**config.mk**
```make
export PLATFORM = sky130hd
export DESIGN_NAME = kmau_front
export DESIGN_NICKNAME = d
export VERILOG_FILES = /design/src/rtl/kmau_pkg.sv /design/src/rtl/kmau_front.sv
export SDC_FILE = /design/constraint.sdc
export NUM_CORES = 1
export LEC_CHECK = 0
export ABC_AREA = 1
export CORE_MARGIN = 1
export CORE_UTILIZATION = 35
export CTS_BUF_LIST = sky130_fd_sc_hd__clkbuf_2
export DETAILED_ROUTE_END_ITERATION = 12
export DONT_BUFFER_PORTS = 1
export PLACE_DENSITY = 0.51
export SETUP_SLACK_MARGIN = 0.02
export SYNTH_ARGS = -nofsm -noshare
export SYNTH_HDL_FRONTEND = slang
export SYNTH_SLANG_ARGS = --single-unit
```
**constraint.sdc**
```tcl
create_clock -name clock -period 5.83 [get_ports clock]
set_input_delay 1.166 -clock clock [delete_from_list [all_inputs] [get_ports clock]]
set_output_delay 1.166 -clock clock [all_outputs]
set_load 0.03 [all_outputs]
```
**src/rtl/kmau_pkg.sv**
```systemverilog
// kmau_pkg: shared widths, codes and types of the k-means assign/update unit
// no dependencies; imported by every module of the block except kmau_div

package kmau_pkg;

   localparam int CHAN_W           = 16;
   localparam int ACTION_W         = 2;
   localparam int INDEX_W          = 4;
   localparam int KIND_W           = 2;
   localparam int LABEL_W          = 4;
   localparam int ICV_W            = 34;
   localparam int CC_W             = 5;
   localparam int CC_RESET         = 16;
   localparam int DEF_MAX_CLUSTERS = 16;
   localparam int DEF_MAX_PIXELS   = 1048576;

   // action codes on the request channel
   localparam logic [ACTION_W-1:0] ACT_LOAD   = 2'd0;
   localparam logic [ACTION_W-1:0] ACT_PIXEL  = 2'd1;
   localparam logic [ACTION_W-1:0] ACT_FINISH = 2'd2;

   // result kinds on the response channel
   localparam logic [KIND_W-1:0] KIND_LABEL    = 2'd0;
   localparam logic [KIND_W-1:0] KIND_CENTROID = 2'd1;
   localparam logic [KIND_W-1:0] KIND_ICV      = 2'd2;

   typedef enum logic [1:0] {
      OP_LOAD   = 2'd0,
      OP_PIXEL  = 2'd1,
      OP_FINISH = 2'd2
   } op_type;

   typedef struct packed {
      op_type              op;
      logic [INDEX_W-1:0]  index;
      logic [CHAN_W-1:0]   red;
      logic [CHAN_W-1:0]   green;
      logic [CHAN_W-1:0]   blue;
   } item_type;

endpackage

```
**src/rtl/kmau_front.sv**
```systemverilog
// kmau_front: request intake, decode of the action and a two-entry item queue
// depends on kmau_pkg

module kmau_front import kmau_pkg::*; #(
   parameter int MAX_CLUSTERS = DEF_MAX_CLUSTERS
) (
   input  logic                clock,
   input  logic                reset,
   input  logic                req_valid,
   output logic                req_stall,
   input  logic [ACTION_W-1:0] req_action,
   input  logic [INDEX_W-1:0]  req_index,
   input  logic [CHAN_W-1:0]   req_red,
   input  logic [CHAN_W-1:0]   req_green,
   input  logic [CHAN_W-1:0]   req_blue,
   output logic                q_valid,
   output item_type            q_item,
   input  logic                q_pop
);

   item_type   slot_ff [2];
   logic       wr_ptr_ff, wr_ptr_in;
   logic       rd_ptr_ff, rd_ptr_in;
   logic [1:0] cnt_ff, cnt_in;
   logic       keep;
   logic       push;
   item_type   dec;

   // decode; unused action and loads beyond the store are dropped here
   always_comb begin
      keep      = 1'b0;
      dec.op    = OP_LOAD;
      dec.index = req_index;
      dec.red   = req_red;
      dec.green = req_green;
      dec.blue  = req_blue;
      case (req_action)
         ACT_LOAD: begin
            dec.op = OP_LOAD;
            keep   = (32'(req_index) < MAX_CLUSTERS);
         end
         ACT_PIXEL: begin
            dec.op = OP_PIXEL;
            keep   = 1'b1;
         end
         ACT_FINISH: begin
            dec.op = OP_FINISH;
            keep   = 1'b1;
         end
         default: keep = 1'b0;
      endcase
   end

   assign req_stall = (cnt_ff == 2'd2);
   assign push      = req_valid && !req_stall && keep;
   assign q_valid   = (cnt_ff != 2'd0);
   assign q_item    = slot_ff[rd_ptr_ff];

   always_comb begin
      wr_ptr_in = wr_ptr_ff ^ push;
      rd_ptr_in = rd_ptr_ff ^ q_pop;
      cnt_in    = cnt_ff + {1'b0, push} - {1'b0, q_pop};
   end

   always_ff @(posedge clock) begin
      if (reset) begin
         wr_ptr_ff <= 1'b0;
         rd_ptr_ff <= 1'b0;
         cnt_ff    <= 2'd0;
      end else begin
         wr_ptr_ff <= wr_ptr_in;
         rd_ptr_ff <= rd_ptr_in;
         cnt_ff    <= cnt_in;
      end
   end

   always_ff @(posedge clock) begin
      if (push) begin
         slot_ff[wr_ptr_ff] <= dec;
      end
   end

endmodule

```
==> results of run 1 <==
==> cells in the mapped netlist <==
library cell | count | area share (%)
a21oi_1 | 1 | 0.11
buf_12 | 5 | 2.3
buf_6 | 1 | 0.26
dfxtp_1 | 4 | 1.8
edfxtp_1 | 108 | 74
ha_1 | 4 | 1.1
inv_1 | 9 | 0.77
mux2_2 | 5 | 1.3
mux2_4 | 49 | 17
nand2_1 | 5 | 0.43
nand3_1 | 1 | 0.11
nor2_1 | 8 | 0.68
or2_2 | 1 | 0.14
xnor2_1 | 1 | 0.20
==> flip-flops by register name, summed over array words and instances, names as in the netlist <==
name and count:
rd_ptr_ff 1, wr_ptr_ff 1, slot_ff 108, cnt_ff 2
==> cell families after synthesis <==
kind of cell | synth area share [%]
AO/OA/AOI/OAI | 0.1140
adder cells (fa/ha/maj) | 1.142
buffers and inverters | 3.311
flip-flops | 75.80
AND/OR/NAND/NOR | 1.370
multiplexers | 18.07
XOR/XNOR | 0.1998
==> cell type report <==
| type | count | area [µm²] | share of cell area [%] |
|---|---|---|---|
| flip-flops and latches | 112 | 3327 | 72.65 |
| clock inverters | 6 | 27.53 | 0.6011 |
| multi-input cells | 75 | 920.9 | 20.11 |
| repair buffers | 2 | 15.01 | 0.3279 |
| well taps | 168 | 210.2 | 4.590 |
| inverters | 9 | 33.78 | 0.7377 |
| clock buffers | 9 | 45.04 | 0.9836 |
==> power by group through the flow <==
stage	sequential, mW	combinational [mW]	clock [mW]
2_1_floorplan	0.983	0.259	0
3_3_place_gp	1.00	0.259	0
3_5_place_dp	1.01	0.259	0
4_1_cts	0.989	0.260	0.291
5_1_grt	0.994	0.269	0.319
6_report	0.986	0.254	0.271
==> final timing paths <==
path	start	end	slack (ns)
min	reset	rd_ptr_ff	0.60
max reg2reg	cnt_ff[1]	slot_ff[0][6]	3.56
max	rd_ptr_ff	q_item[2]	2.44
min reg2reg	wr_ptr_ff	wr_ptr_ff	0.62
==> per-layer routing <==
layer | wire length (µm) | global-route usage [%] | vias to the layer above
li1 | - | - | 779
met5 | 0 | 0 | -
met1 | 2423 | 10.08 | 816
met2 | 3312 | 17.54 | 77
met4 | 114 | 4.935 | 0
met3 | 890 | 7.970 | 9
==> results.toml, run 1 <==
[worst_setup_path]
worstSetupPathType = "flop to output port"
cp_slowest_stage_delay_ns = 1.08
slowest_stage = "dfxtp_4"
worst_setup_path_start_kind = "flop"
critPathMaxFanout = 55
critPathBufInv = 0
worst_ep_required_time_ns = 4.66
cp_cell_sequence = "mux2_2"
cp_top_family = "flip-flops"
crit_cells = 1
arrival_ns = 2.22
critPathCaptureType = "output port"
reg2reg_depth = 5

[synth]
ys_ff_latch = 112
seq_area_frac_synth_pct = 75.80
postSynthAreaPerCell_um2 = 21.70
postSynthCellCount = 202
ys_types = 14
yosys_warnings = 0
syn_nets = 264
netlist_area_mm2 = 0.004384

[sta]
fmax_mhz = 295.1
post-route-period-util_pct = 58.13
setup_tns_ns = 0
worst_slack_ns = 2.441
slew_headroom_pct = 30.70
period_needed_ns = 3.389
drv_slew = 0
rsz0062_at_grt = "no"
fin_hold_ws_ns = 0.6040
finalSetupViolCount = 0
tightest_slew_ns = 1.040
skew_ns = 0.01797
hold_violations = 0

[grt]
grt_max_degree = 56
grt_first_pass_wirelength_mm = 9.708
grt_overflow = 0
antenna_found_initial = 0
grt_pass1_vias = 1732
grt_use_total_pct = 10.77

[power_and_ir_drop]
swShare_pct = 28.00
p_int_mw = 1.088
pwr-share-clk_pct = 17.9
pwr-share-seq_pct = 65.3
comb_power_share_pct = 16.8
p_leak_nw = 1.580
power_density_mw_per_mm2 = 329.8
p_switching_mw = 0.4229
power_mw = 1.510
ir_drop_mv = 0.1711

[clock_tree]
numCtsBuffers = 9
cts_resized = 0
cts_tree = "yes"
clockBufferDepth = 2
cts_max_level = 3
post_cts_buffers = 0
hold_buffers = 0
clock_latency_ns = 0.59
cts.sinks = 112
cts_root_buffer = "clkbuf_2"
clk_pin_slew_ns = 0.23

[layout]
fin_cells = 381
filler_cell_count = 1147
final_layout_size_suffix_gt1_share_pct = 33.33
n_antenna_cell = 0
final_common_cell = "edfxtp_1"
final_cell_mix = "edfxtp_1, mux2_4, inv_1, clkbuf_2, nor2_1"
final_cell_area_mm2 = 0.004579
final_nets = 271
area_delta_synth_final_pct = 4.452
final_util_pct = 37.81

[drt]
vias = 1681
drcViolationCount = 0
ant_nets = 0
drtIter0Drc = 146
wirelength_mm = 6.741
avgViaCountPerCell = 4.412
wire_per_inst_um = 17.69
first_pass_iters = 4

[hold_path]
holdCritPathClass = "input pin to flop"
hold_depth = 1

[die]
ios = 114
fp.dieArea_mm2 = 0.01298
dieWidth_um = 113.9
chipHeight_um = 113.9
core-area_mm2 = 0.01211
rows = 40
start_util_pct = 36.20

[place]
port_buffers = 0
place_inst = 366
gp_congestion = 0.6573
place_ws_ns = 2.842
place_area_mm2 = 0.004507
hpwl_mm = 4.263

[flow_run]
cap_violations = 0

[outcome]
status = "finished, final reports clean"
(Power assumes the default switching activity.)
==> run 2, diff against run 1 <==
==> constraint.sdc (replaced) <==
create_clock -name clock -period 3.3 [get_ports clock]
set_input_delay 0.66 -clock clock [delete_from_list [all_inputs] [get_ports clock]]
set_output_delay 0.66 -clock clock [all_outputs]
set_load 0.03 [all_outputs]
==> run 2 against run 1 <==
Net effect:
- via count increased by 2.0%
- sequential share of layout area is 0.80 points lower
- non-clock buffer count is 2 higher
- critical path depth grew 1
- global-route usage increased by 0.36 points
- power increased by 78%
- final area increased by 1.1%
- die area did not move
- sequential power increased by 74%
- combinational power increased by 89%
- largest power group unchanged
- register-to-register slack got worse by 2.3 ns
==> results.toml, run 2 (synthesis results as in run 1) <==
[outcome]
status = "finished, final reports clean"

[worst_setup_path]
slowest_stage = "dfxtp_4"
cp_cell_sequence = "buf_12, mux2_2"
critPathBufInv = 1
arrival_ns = 2.12
worst_ep_required_time_ns = 2.64
worstSetupPathType = "flop to output port"
reg2reg_depth = 5
worst_setup_path_start_kind = "flop"
cp_top_family = "flip-flops"
critPathMaxFanout = 30
crit_cells = 2
cp_slowest_stage_delay_ns = 0.78
critPathCaptureType = "output port"

[layout]
largest_reg_flops = 108
area_delta_synth_final_pct = 5.622
final_cell_mix = "edfxtp_1, mux2_4, clkbuf_2"
final_common_cell = "edfxtp_1"
regArea_mm2 = 0.003327
n_antenna_cell = 0
final_nets = 273
largest_register = "slot_ff"
multi_input_comb_area_um2 = 920.9
final_layout_size_suffix_gt1_share_pct = 34.58
filler_cell_count = 1149
top_regs = "slot_ff x108, cnt_ff x2"

[drt]
avgViaCountPerCell = 4.490
drcViolationCount = 0
drtIter0Drc = 101
wire_per_inst_um = 18.13
ant_nets = 0
first_pass_iters = 4
wirelength_mm = 6.926
vias = 1715

[power_and_ir_drop]
power_density_mw_per_mm2 = 581.6
pwr-share-clk_pct = 18.2
pwr-share-seq_pct = 64.0
p_int_mw = 1.944
comb_power_share_pct = 17.8
p_switching_mw = 0.7494
swShare_pct = 27.82
ir_drop_mv = 0.2147
p_leak_nw = 1.607

[hold_path]
hold_depth = 1
holdCritPathClass = "input pin to flop"

[clock_tree]
hold_buffers = 0
cts_max_level = 3
clock_latency_ns = 0.57
post_cts_buffers = 0
numCtsBuffers = 9
cts.sinks = 112
clockBufferDepth = 2
cts_resized = 0
clk_pin_slew_ns = 0.24
cts_tree = "yes"
cts_root_buffer = "clkbuf_2"

[grt]
grt_max_degree = 39
antenna_found_initial = 0
grt_use_total_pct = 11.13
grt_first_pass_wirelength_mm = 10.01
grt_overflow = 0
grt_pass1_vias = 1707

[sta]
drv_slew = 0
hold_violations = 0
slew_headroom_pct = 57.85
tightest_slew_ns = 0.6300
setup_tns_ns = 0
rsz0062_at_grt = "no"
period_needed_ns = 2.784
skew_ns = 0.004779
post-route-period-util_pct = 84.35
worst_slack_ns = 0.5165
finalSetupViolCount = 0
fmax_mhz = 359.3

[place]
gp_congestion = 0.6261
place_ws_ns = 1.108
hpwl_mm = 4.497
port_buffers = 0

[flow_run]
cap_violations = 0

[die]
core-area_mm2 = 0.01211
dieWidth_um = 113.9
start_util_pct = 36.20
chipHeight_um = 113.9
ios = 114
rows = 40
fp.dieArea_mm2 = 0.01298
==> run 2: changes by cell type in the layout (fill, tap and decap cells not counted) <==
cell | previous run | this run
clkbuf_2 | 9 | 12
buf_12 | 0 | 3
buf_4 | 2 | 0
clkinvlp_4 | 1 | 0
dlygate4sd3_1 | 0 | 1
clkinv_1 | 4 | 1
==> run 2: routing by layer <==
| metal | up-vias | wire length, µm | global-route usage, % | part of all wire, % |
|---|---|---|---|---|
| li1 | 780 | - | - | - |
| met1 | 844 | 2510 | 11.37 | 36 |
| met2 | 78 | 3335 | 16.89 | 48 |
| met3 | 13 | 892 | 7.067 | 13 |
| met4 | 0 | 188 | 7.273 | 2.7 |
| met5 | - | 0 | 0 | 0 |
==> run 2: worst paths after layout <==
kind | from | endpoint | slack [ns]
setup / recovery | rd_ptr_ff | q_item[2] | 0.52
hold / removal | reset | rd_ptr_ff | 0.11
setup reg to reg | cnt_ff[1] | slot_ff[0][50] | 1.27
hold reg to reg | wr_ptr_ff | wr_ptr_ff | 0.61
==> run 2: power by group through the flow <==
stage / combinational, mW / clock (mW) / sequential (mW)
floorplan: 0.458 / 0 / 1.74
CTS: 0.490 / 0.530 / 1.73
global route: 0.507 / 0.590 / 1.74
global placement: 0.488 / 0 / 1.76
finish: 0.479 / 0.490 / 1.72
detailed placement: 0.489 / 0 / 1.76
==> run 2: layout make-up <==
type	count	area share, %
Tap cell	168	4.539
Sequential cell	112	71.85
Multi-Input combinational cell	75	19.89
Timing Repair Buffer	4	1.513
Clock inverter	2	0.1891
Inverter	9	0.7295
Clock buffer	12	1.297
==> run 2: per-stage QoR <==
| stage | util [%] | instances | area, µm² | power (mW) | hold slack, ns |
|---|---|---|---|---|---|
| after global routing | 38.23 | 382 | 4631 | 2.833 | 0.01170 |
| final | 38.23 | 382 | 4631 | 2.693 | 0.1090 |
| after global placement | 37.58 | 367 | 4552 | 2.244 | 0.5609 |
| after CTS | 38.15 | 381 | 4621 | 2.748 | 0.01238 |
| after floorplan | - | 202 | 4384 | 2.195 | 0.5282 |
| after detailed placement | 37.58 | 367 | 4552 | 2.250 | 0.5765 |
==> run 2: worst reg2reg max path: stages (launching register included) <==
cell     delay (ns)
dfxtp_1        0.40
inv_1          0.06
nor2_1         0.49
nor2_1         0.19
ha_2           0.38
buf_12         0.26
